File: config.mk
export PLATFORM = sky130hd
export DESIGN_NAME = sliding_window_slope_lis_length_core
export DESIGN_NICKNAME = d
export VERILOG_FILES = /design/src/sv/swsl_pkg.sv /design/src/sv/swsl_ctrl.sv /design/src/sv/swsl_dp.sv /design/src/sv/sliding_window_slope_lis_length_core.sv
export SDC_FILE = /design/constraint.sdc
export NUM_CORES = 2
export LEC_CHECK = 0
export BUFFER_PORTS_ARGS = -buffer_cell sky130_fd_sc_hd__buf_2
export CORE_MARGIN = 10
export CORE_UTILIZATION = 55
export CTS_BUF_LIST = sky130_fd_sc_hd__clkbuf_4
export DETAILED_ROUTE_END_ITERATION = 7
export PLACE_DENSITY = 0.72
export SYNTH_ARGS = -nofsm -noshare
export SYNTH_HDL_FRONTEND = slang
export SYNTH_MEMORY_MAX_BITS = 65536
export SYNTH_SLANG_ARGS = --single-unit
File: constraint.sdc
create_clock -name clk -period 8.62 [get_ports clk]
set_input_delay 0.862 -clock clk [delete_from_list [all_inputs] [get_ports clk]]
set_output_delay 0.862 -clock clk [all_outputs]
set_load 0.01 [all_outputs]
File: src/sv/swsl_pkg.sv
`default_nettype none

package swsl_pkg;

  // window depth and fraction bits of the slope threshold
  localparam int WINDOW    = 64;
  localparam int FRAC_BITS = 8;

  localparam int SampleW = 32;
  localparam int SlopeW  = 16;
  localparam int LisW    = 7;
  localparam int LisMax  = 127;

  // window position and count widths
  localparam int PosW = $clog2(WINDOW);
  localparam int CntW = $clog2(WINDOW + 1);

  // slope test widths
  localparam int DvW   = SampleW + 1;
  localparam int DtW   = PosW + 1;
  localparam int ProdW = SlopeW + DtW;
  localparam int LhsW  = DvW + FRAC_BITS;
  localparam int CmpW  = ((LhsW > ProdW) ? LhsW : ProdW) + 1;

  typedef enum logic [2:0] {
    ST_IDLE,
    ST_ELEM_RD,
    ST_SCAN,
    ST_DRAIN,
    ST_WRITE,
    ST_RESULT
  } ctl_state_t;

  typedef struct packed {
    logic push;
    logic elem_rd;
    logic scan_issue;
    logic write;
    logic load_out;
  } ctl_cmd_t;

  typedef struct packed {
    logic len_zero;
    logic scan_last;
    logic pipe_empty;
    logic elem_last;
  } dp_stat_t;

  typedef struct packed {
    logic [SampleW-1:0] value;
    logic [PosW-1:0]    pos;
  } tail_entry_t;

endpackage

`default_nettype wire

File: src/sv/swsl_ctrl.sv
`default_nettype none

module swsl_ctrl
  import swsl_pkg::*;
(
  input  wire logic     clk,
  input  wire logic     rst_n,
  input  wire logic     in_valid,
  output logic          in_stall,
  output logic          out_valid,
  input  wire logic     out_stall,
  output ctl_cmd_t      cmd,
  input  wire dp_stat_t stat
);

  ctl_state_t state_r, state_nxt;
  logic       out_valid_r, out_valid_nxt;

  always_ff @(posedge clk) begin
    if (!rst_n) begin
      state_r     <= ST_IDLE;
      out_valid_r <= 1'b0;
    end else begin
      state_r     <= state_nxt;
      out_valid_r <= out_valid_nxt;
    end
  end

  // next state
  always_comb begin
    state_nxt = state_r;
    unique case (state_r)
      ST_IDLE: begin
        if (in_valid) state_nxt = ST_ELEM_RD;
      end
      ST_ELEM_RD: begin
        state_nxt = stat.len_zero ? ST_WRITE : ST_SCAN;
      end
      ST_SCAN: begin
        if (stat.scan_last) state_nxt = ST_DRAIN;
      end
      ST_DRAIN: begin
        if (stat.pipe_empty) state_nxt = ST_WRITE;
      end
      ST_WRITE: begin
        state_nxt = stat.elem_last ? ST_RESULT : ST_ELEM_RD;
      end
      ST_RESULT: begin
        if (!out_valid_r || !out_stall) state_nxt = ST_IDLE;
      end
      default: state_nxt = ST_IDLE;
    endcase
  end

  // outputs
  always_comb begin
    cmd           = '0;
    in_stall      = 1'b1;
    out_valid_nxt = out_valid_r && out_stall;
    unique case (state_r)
      ST_IDLE: begin
        in_stall = 1'b0;
        cmd.push = in_valid;
      end
      ST_ELEM_RD: cmd.elem_rd    = 1'b1;
      ST_SCAN:    cmd.scan_issue = 1'b1;
      ST_DRAIN:   cmd            = '0;
      ST_WRITE:   cmd.write      = 1'b1;
      ST_RESULT: begin
        if (!out_valid_r || !out_stall) begin
          cmd.load_out  = 1'b1;
          out_valid_nxt = 1'b1;
        end
      end
      default: cmd = '0;
    endcase
  end

  assign out_valid = out_valid_r;

`ifndef SYNTHESIS
  a_result_from_result_state: assert property (@(posedge clk) disable iff (!rst_n)
    $rose(out_valid_r) |-> $past(state_r == ST_RESULT))
    else $error("result appeared outside the result state");

  a_write_after_drain: assert property (@(posedge clk) disable iff (!rst_n)
    (state_r == ST_WRITE) |-> stat.pipe_empty)
    else $error("tail write while the scan pipeline is busy");

  a_result_held: assert property (@(posedge clk) disable iff (!rst_n)
    (out_valid_r && out_stall) |=> out_valid_r)
    else $error("stalled result dropped");
`endif

endmodule

`default_nettype wire

File: src/sv/swsl_dp.sv
`default_nettype none

module swsl_dp
  import swsl_pkg::*;
(
  input  wire logic               clk,
  input  wire logic               rst_n,
  input  wire logic [SampleW-1:0] in_sample,
  input  wire logic               cfg_we,
  input  wire logic [SlopeW-1:0]  cfg_slope_threshold,
  input  wire ctl_cmd_t           cmd,
  output dp_stat_t                stat,
  output logic [LisW-1:0]         out_lis_length
);

  logic [SampleW-1:0] window_mem [WINDOW];
  tail_entry_t        tail_mem   [WINDOW];

  logic signed [SlopeW-1:0] slope_r;
  logic [PosW-1:0]  oldest_r, next_r;
  logic [CntW-1:0]  fill_r, fill_nxt;
  logic [CntW-1:0]  len_r, rank_r;
  logic [PosW-1:0]  i_r, k_r;
  logic [SampleW-1:0] win_q_r;
  tail_entry_t      tail_q_r;
  logic             s1_v_r, s2_v_r;
  logic [PosW-1:0]  s1_k_r, s2_k_r;
  logic signed [DvW-1:0]   dv_r;
  logic signed [ProdW-1:0] prod_r;
  logic [LisW-1:0]  out_len_r;

  logic [PosW:0]    win_sum;
  logic [PosW-1:0]  win_addr;
  logic signed [DvW-1:0]   dv_nxt;
  logic signed [DtW-1:0]   dt;
  logic signed [ProdW-1:0] prod_nxt;
  logic signed [CmpW-1:0]  lhs, rhs;
  logic             passes;
  logic [CntW-1:0]  sat_len;

  // window slot of element i, oldest first
  assign win_sum  = {1'b0, oldest_r} + {1'b0, i_r};
  assign win_addr = (win_sum >= (PosW+1)'(WINDOW)) ? PosW'(win_sum - (PosW+1)'(WINDOW))
                                                    : win_sum[PosW-1:0];

  assign fill_nxt = (fill_r == CntW'(WINDOW)) ? fill_r : fill_r + CntW'(1);

  // stage 2 operands
  assign dv_nxt   = $signed({win_q_r[SampleW-1], win_q_r})
                  - $signed({tail_q_r.value[SampleW-1], tail_q_r.value});
  assign dt       = $signed({1'b0, i_r}) - $signed({1'b0, tail_q_r.pos});
  assign prod_nxt = slope_r * dt;

  // stage 3 compare
  assign lhs    = CmpW'(dv_r) <<< FRAC_BITS;
  assign rhs    = CmpW'(prod_r);
  assign passes = (lhs >= rhs);

  assign sat_len = len_r;

  // control registers
  always_ff @(posedge clk) begin
    if (!rst_n) begin
      slope_r  <= '0;
      oldest_r <= '0;
      next_r   <= '0;
      fill_r   <= '0;
      s1_v_r   <= 1'b0;
      s2_v_r   <= 1'b0;
      len_r    <= '0;
      rank_r   <= '0;
      i_r      <= '0;
      k_r      <= '0;
    end else begin
      if (cfg_we) slope_r <= $signed(cfg_slope_threshold);
      s1_v_r <= cmd.scan_issue;
      s2_v_r <= s1_v_r;
      if (cmd.push) begin
        if (fill_r == CntW'(WINDOW)) begin
          oldest_r <= (oldest_r == PosW'(WINDOW - 1)) ? '0 : oldest_r + PosW'(1);
        end
        next_r <= (next_r == PosW'(WINDOW - 1)) ? '0 : next_r + PosW'(1);
        fill_r <= fill_nxt;
        len_r  <= '0;
        i_r    <= '0;
      end
      if (cmd.elem_rd) begin
        k_r    <= '0;
        rank_r <= '0;
      end else if (s2_v_r && passes) begin
        rank_r <= CntW'(s2_k_r) + CntW'(1);
      end
      if (cmd.scan_issue) k_r <= k_r + PosW'(1);
      if (cmd.write) begin
        if (rank_r == len_r) len_r <= len_r + CntW'(1);
        if (!stat.elem_last) i_r <= i_r + PosW'(1);
      end
    end
  end

  // window and tail memories
  always_ff @(posedge clk) begin
    if (cmd.push) window_mem[next_r] <= in_sample;
    if (cmd.elem_rd) win_q_r <= window_mem[win_addr];
    if (cmd.write) tail_mem[rank_r[PosW-1:0]] <= '{value: win_q_r, pos: i_r};
    if (cmd.scan_issue) tail_q_r <= tail_mem[k_r];
  end

  // scan pipeline payload
  always_ff @(posedge clk) begin
    s1_k_r <= k_r;
    s2_k_r <= s1_k_r;
    dv_r   <= dv_nxt;
    prod_r <= prod_nxt;
    if (cmd.load_out) begin
      out_len_r <= (32'(sat_len) > 32'(LisMax)) ? LisW'(LisMax) : LisW'(sat_len);
    end
  end

  always_comb begin
    stat.len_zero   = (len_r == '0);
    stat.scan_last  = ((CntW'(k_r) + CntW'(1)) == len_r);
    stat.pipe_empty = !s1_v_r && !s2_v_r;
    stat.elem_last  = ((CntW'(i_r) + CntW'(1)) == fill_r);
  end

  assign out_lis_length = out_len_r;

`ifndef SYNTHESIS
  a_fill_bound: assert property (@(posedge clk) disable iff (!rst_n)
    fill_r <= CntW'(WINDOW))
    else $error("fill count above window depth");

  a_len_bound: assert property (@(posedge clk) disable iff (!rst_n)
    len_r <= fill_r)
    else $error("tail table longer than the window");

  a_rank_bound: assert property (@(posedge clk) disable iff (!rst_n)
    cmd.write |-> (rank_r <= len_r) && (CntW'(i_r) < fill_r))
    else $error("tail write rank beyond table length");
`endif

endmodule

`default_nettype wire

File: src/sv/sliding_window_slope_lis_length_core.sv
`default_nettype none

// Sliding-window slope-constrained longest increasing subsequence length.
// Every in_sample transfer pushes one signed 32-bit value into a window of the
// last WINDOW samples (oldest one drops out once full), then rebuilds the tail
// table from the oldest window element to the newest and returns one
// out_lis_length. An element at window position t with value v extends the
// last tail p (in rank order) that meets
// (v - v_p) * 2^FRAC_BITS >= cfg_slope_threshold * (t - t_p), threshold in
// signed Q8.8. The processing time is set by the single tail memory read port,
// which feeds one slope comparison per cycle through a three-stage read,
// multiply and compare pipeline. Items are processed one at a time: in_stall
// is low only while the block is idle, and the result sits in an output
// register so the next sample can be taken while the previous result waits on
// out_stall. cfg_slope_threshold is written with cfg_we and should only change
// while the block is idle. No clearing pass is needed after reset.
module sliding_window_slope_lis_length_core
  import swsl_pkg::*;
(
  input  wire logic               clk,
  input  wire logic               rst_n,
  // sample channel
  input  wire logic               in_valid,
  output logic                    in_stall,
  input  wire logic [SampleW-1:0] in_sample,
  // result channel
  output logic                    out_valid,
  input  wire logic               out_stall,
  output logic [LisW-1:0]         out_lis_length,
  // threshold register write
  input  wire logic               cfg_we,
  input  wire logic [SlopeW-1:0]  cfg_slope_threshold
);

  // commands from the sequencer, status back from the datapath
  ctl_cmd_t cmd;
  dp_stat_t stat;

  // sequencer: accept, per-element read, scan, drain, tail write, result
  swsl_ctrl u_ctrl (
    .clk       (clk),
    .rst_n     (rst_n),
    .in_valid  (in_valid),
    .in_stall  (in_stall),
    .out_valid (out_valid),
    .out_stall (out_stall),
    .cmd       (cmd),
    .stat      (stat)
  );

  // window store, tail table, slope test pipeline, result register
  swsl_dp u_dp (
    .clk                 (clk),
    .rst_n               (rst_n),
    .in_sample           (in_sample),
    .cfg_we              (cfg_we),
    .cfg_slope_threshold (cfg_slope_threshold),
    .cmd                 (cmd),
    .stat                (stat),
    .out_lis_length      (out_lis_length)
  );

endmodule

`default_nettype wire

# Yosys cells after proc, flatten, opt, wreduce, memory -nomap -nowiden

Memories as Yosys holds them, arrays and structs flattened. A register that Yosys moved wholly into a read port is not among the register bits.
Index checks and enable logic that the tools add are counted.

Flip-flop bits (word level): 142
Memory bits (writable): 4480
Bits of input ports: 53
Output and inout port bits: 9
Logic and storage cells: 98
Memories: 2

Memory list:

| memory          | words | width | rd ports | clocked after Yosys merged registers in | wr ports | line          | text |
|---|---|---|---|---|---|---|---|
| u_dp.tail_mem   | 64    | 38    | 1        | 1                                       | 1        | swsl_dp.sv:17 | `tail_entry_t tail_mem [WINDOW];` |
| u_dp.window_mem | 64    | 32    | 1        | 1                                       | 1        | swsl_dp.sv:16 | `logic [SampleW-1:0] window_mem [WINDOW];` |

$add $sub $neg: 13
Multipliers: 1
Magnitude comparators: 2
Equality and inequality tests: 15
Mux-type cells: 31
Bitwise logic cells: 2
Reductions and logical operators: 15

Operators by type and width:

| cell                  | number |
|---|---|
| $mux W6               | 8 |
| $ge A41 B23 Y1        | 1 |
| $sub A32 B32 Y33      | 1 |
| $add A6 B1 Y6 const B | 4 |
| $mul A16 B7 Y23       | 1 |
| $add A6 B1 Y7 const B | 3 |
| $eq A7 B7 Y1          | 3 |
| $mux W7               | 3 |
| $mux W3               | 6 |
| $pmux W3 S6           | 1 |
| $add A7 B1 Y7 const B | 2 |
| $mux W1               | 13 |
| $eq A6 B6 Y1 const B  | 2 |
| $add A6 B6 Y7         | 1 |
| $eq A7 B7 Y1 const B  | 1 |
| $ge A7 B7 Y1 const B  | 1 |
| $logic_not A7 Y1      | 1 |
| $sub A6 B6 Y7         | 1 |
| $eq A3 B2 Y1 const B  | 2 |
| $eq A3 B3 Y1 const B  | 2 |
| $ne A2 B2 Y1 const B  | 3 |
| $sub A6 B1 Y6 const B | 1 |
| $logic_not A1 Y1      | 4 |
| $reduce_and A2 Y1     | 2 |
| 9 further kinds       | 12 |

# Logic depth before layout (Yosys ltp)

Depth after elaboration: 5
Depth in mapped cells: 27
Gate-level depth less buffers: 26

# Hierarchy

Synthesis repeated with hierarchy kept, for this count alone.

Cell total of the unflattened synthesis: 8037
Area, all modules: 184255.5 um2

Modules (own cells, without submodules):

| module    | instances | cells an instance | area each (um2) | seq. area each (um2) |
|---|---|---|---|---|
| swsl_dp   | 1         | 8002              | 183982.7        | 139463.8 |
| swsl_ctrl | 1         | 35                | 272.8           | 80.1 |

# Least setup slack after synthesis

OpenSTA, ideal clock, no wires.

Path kind: register to register
From: reg u_dp.i_r[1]
To: reg u_dp.prod_r[19]
Library setup time: 131 ps
Arrival: 6692 ps
Path slack: 1797 ps
Cell stages (with the launch flop): 24
Path buffers: 1
Cell sequence: dfxtp_1 -> ha_1 -> a21o_1 -> a21o_1 -> a21o_1 -> a21oi_1 -> xnor2_1 -> clkbuf_1 -> nand2_1 -> fa_1 -> fa_1 -> inv_1 -> fa_1 -> inv_1 -> fa_1 -> inv_1 -> ha_1 -> a21oi_1 -> o21a_1 -> nor3_1 -> nor3_1 -> o41ai_1 -> or4b_2 -> nand3_1

Word-level cells in the longest chain between the ends: 2

Ends and longest elaborated chain:

| element                  | line           | text |
|---|---|---|
| start: declaration       | swsl_dp.sv:23  | `logic [PosW-1:0] i_r, k_r;` |
| start signal: assignment | swsl_dp.sv:96  | `if (!stat.elem_last) i_r <= i_r + PosW'(1);` |
| $sub A6 B6 Y7            | swsl_dp.sv:51  | `assign dt = $signed({1'b0, i_r}) - $signed({1'b0, tail_q_r.pos});` |
| $mul A16 B7 Y23          | swsl_dp.sv:52  | `assign prod_nxt = slope_r * dt;` |
| via u_dp.prod_nxt[19]    | swsl_dp.sv:36  | `logic signed [ProdW-1:0] prod_nxt;` |
| end signal: assignment   | swsl_dp.sv:114 | `prod_r <= prod_nxt;` |
| end: declaration         | swsl_dp.sv:29  | `logic signed [ProdW-1:0] prod_r;` |

The timed path passes the listed nets, and every way through them passes these cells.
A chain may end at the register's enable or synchronous reset.

# Worst setup path after layout

Same ends and word-level chain as after synthesis.

==> flow_summary.yaml <==
timing:
  rsz0062_at_grt: "no"
  slew_violations: 0
  max_freq_mhz: 145
  worst_pin_slew_ns: 1.26
  timing.final.crit_share: 0.799
  worst_clock_skew_ns: 0.191
  hold_slack_ns: 0.319
  setup_viol: 0
  finalHoldViolations: 0
  fin_crit_ns: 6.89
  totalNegativeSetupSlack_ns: 0
  slew_headroom: 0.161
critical_path:
  critPathKind: "register to register"
  start_kind: "register"
  critPathTopFamily: "adder cells"
  cpMostUsedCell: "fa_1"
  cp_cell_sequence: "buf_4 -> ha_1 -> a21o_1 -> a21o_1 -> a21o_1 -> a21oi_1 -> xnor2_1 -> buf_4 -> nand2_1 -> fa_1 -> fa_1 -> inv_1 -> fa_1 -> inv_1 -> fa_1 -> inv_1 -> ha_1 -> a21oi_1 -> o21a_1 -> nor3_1 -> nor3_1 -> o41ai_1 -> or4b_2 -> nand3_1"
  crit_fanout: 71
  slowest_delay_ns: 0.90
  setup.worst_path.end_class: "register"
  arrival_ns: 8.37
  required_ns: 10.11
  crit_slowest_cell: "o41ai_1"
  path_buf_inv: 5
global_route:
  antenna_found_initial: 17
  grt_usage: 0.253
  grt_use_met3: 0.0534
  grt-ovfl-total: 0
  grt_util_met2: 0.416
  grt_pass1_vias: 96000
  use_met1: 0.329
  grt_start_max_net_pins: 127
  grt_pass1_wl_um: 653000
  grt_busiest_layer: "met2"
clock_network:
  clockBufferDepth: 5
  cts_sinks: 4692
  tritoncts: "yes"
  post_cts_buffers: 0
  cts.reportedPaths.clkPinSlew_ns: 0.07
  clk_latency_ns: 1.69
  htreeDepth: 7
  cts_buffers: 1215
  root_buffer: "clkbuf_4"
pwr:
  power.share.combinational: 0.054
  intPower_uw: 36000
  p_switching_uw: 10100
  power.static_leakage_uw: 0.0650
  power_density_nw_per_um2: 223
  clockPowerShare: 0.393
  p_seq_frac: 0.553
  peakVddDrop_v: 0.000166
  power.share.switching: 0.220
yosys:
  ys_warn_count: 0
  synth_top_area_cell: "edfxtp_1"
  synth-seq-area-share: 0.758
  ys_seq_elements: 4692
  synth_edf_count: 4557
  synthDistinctLibCells: 65
  postSynthAreaPerCell_um2: 23.0
  postSynthCellCount: 8004
  syn_nets: 8275
  synthArstFlopShare: 0
  syn_area_um2: 184000
  ys_top_cells_by_area: "edfxtp_1, mux4_2, dfxtp_1"
  synth_common_cells: "edfxtp_1, mux4_2, nor2_1, inv_1, clkbuf_1"
  yosysMostFrequentCell: "edfxtp_1"
  synth-main-ff-cell: "edfxtp_1"
  synth_top_area_frac: 0.743
floorplan:
  ioPinCount: 62
  design.die.area_um2: 358000
  die_h_um: 599
  die_width_um: 599
  num_rows: 212
  core_area_um2: 333000
  initial_core_util: 0.552
route:
  antenna_left: 0
  drt_iter0_drc: 11100
  dr.pass1.iters: 7
  postRouteWirelength_um: 450000
  vias: 91700
  vias_per_cell: 6.38
  drc: 0
  avgRoutedWirePerCell_um: 31.3
outcome:
  outcome: "finished, final reports clean"
cells_and_area:
  nets: 9513
  drive_above_1_share: 0.367
  syn_to_final_growth_pct: 12.3
placement:
  portBuffers: 61
  dp_hpwl_um: 242000
  gp_congestion: 0.820
flow_run:
  max_cap_viol_count: 0
worst_hold_path:
  worstHoldPathType: "primary input to register"
## power groups by stage
stage	Sequential, µW	Combinational [µW]	Clock [µW]
2_1_floorplan	26100	1380	0
3_3_place_gp	26000	2340	0
3_5_place_dp	26000	2450	0
4_1_cts	25500	2500	18500
5_1_grt	25500	2740	19700
6_report	25500	2490	18100
## sequential cells by signal, indices dropped and copies added, names as in the netlist, 3 cells and up
signal	flops
u_dp.fill_r	7
u_dp.window_mem	2048
u_dp.tail_q_r	38
u_dp.prod_r	23
u_dp.oldest_r	6
u_dp.s2_k_r	6
u_ctrl.state_r	3
u_dp.s1_k_r	6
u_dp.slope_r	16
u_dp.rank_r	7
u_dp.i_r	6
u_dp.tail_mem	2432
u_dp.win_q_r	32
u_dp.dv_r	33
u_dp.k_r	6
u_dp.len_r	7
u_dp.next_r	6
u_dp.out_lis_length	7
## path summary, 6_finish.rpt
kind / from / depth (start not counted) / end / slack [ns]
setup reg to reg: u_dp.i_r[1] / 24 / u_dp.prod_r[19] / 1.73
hold reg to reg: u_dp.s1_k_r[0] / 0 / u_dp.s2_k_r[0] / 0.32
hold / removal: out_stall / 3 / u_dp.out_lis_length[4] / 0.32
setup / recovery: u_dp.i_r[1] / 24 / u_dp.prod_r[19] / 1.73
## layer usage
metal,routed length [µm],up-vias
li1,-,36900
met1,162000,48300
met2,228000,5531
met3,41100,984
met4,17800,8
met5,60,-
## per-stage QoR
step           power [µW]  cells  setup slack, ns  cell area (µm²)   util
2_1_floorplan       27500   8004             1.80           184000      -
3_3_place_gp        28300  12300             1.79           191000  0.574
3_5_place_dp        28400  12300             1.69           191000  0.574
4_1_cts             46500  14400             1.72           207000  0.620
5_1_grt             47900  14400             1.32           207000  0.620
6_report            46100  14400             1.73           207000  0.620
## logic make-up (layout without fill, tap and decap cells)
logic type      count (synthesis)  count (layout)  share of synthesized area
simple gates                  611             611                     0.0165
flops                        4692            4692                      0.758
compound gates                293             293                     0.0102
other cells                     0              22                          0
fa+ha+maj                     218             218                     0.0184
buf+inv                       587            2549                     0.0133
mux                          1501            1501                      0.179
xor+xnor                      102             102                    0.00493
## final cells by class
class / count / area, µm²
Fill cell: 22200 / 127000
Multi-Input combinational cell: 2725 / 43200
Clock inverter: 254 / 1640
Tap cell: 4387 / 5490
Clock buffer: 1687 / 12700
Inverter: 204 / 766
Sequential cell: 4692 / 140000
Antenna cell: 22 / 55.1
Timing Repair Buffer: 404 / 3410
## worst register-to-register path: cells and delay by family (launching register included)
| kind | cells | cell delay (ns) |
|---|---|---|
| adder cells (fa/ha/maj) | 6 | 2.62 |
| AO/OA/AOI/OAI | 7 | 1.93 |
| buffers and inverters | 5 | 0.95 |
| AND/OR/NAND/NOR | 5 | 0.84 |
| flip-flops | 1 | 0.34 |
| XOR/XNOR | 1 | 0.13 |
## repair_timing
item | 4_1_cts | 5_1_grt
gates resized for setup | 0 | 0
setup endpoints to repair | 0 | 0
hold buffers | 101 | 0
hold endpoints to repair | 1977 | 0
## cell usage in the layout (no fill, tap or decap), drive strengths merged, types with 6 or more instances in the layout
cell / count
mux2i: 63
a21o: 39
inv: 219
mux4: 1432
nand3: 32
clkbuf: 1687
fa: 87
bufinv: 25
a21boi: 11
nand2: 107
xnor2: 76
xor2: 25
nand4: 15
edfxtp: 4557
o21a: 9
nor2b: 85
and2: 65
dlygate4sd3: 101
clkinv: 212
ha: 131
nor3b: 11
or2: 8
and3: 16
mux2: 6
a211oi: 43
nand3b: 9
a21oi: 98
o21ai: 50
nor3: 15
nand2b: 13
dfxtp: 135
buf: 303
nor2: 207
diode: 22
or3: 12
Note: power is estimated with default switching activity, not from simulation.
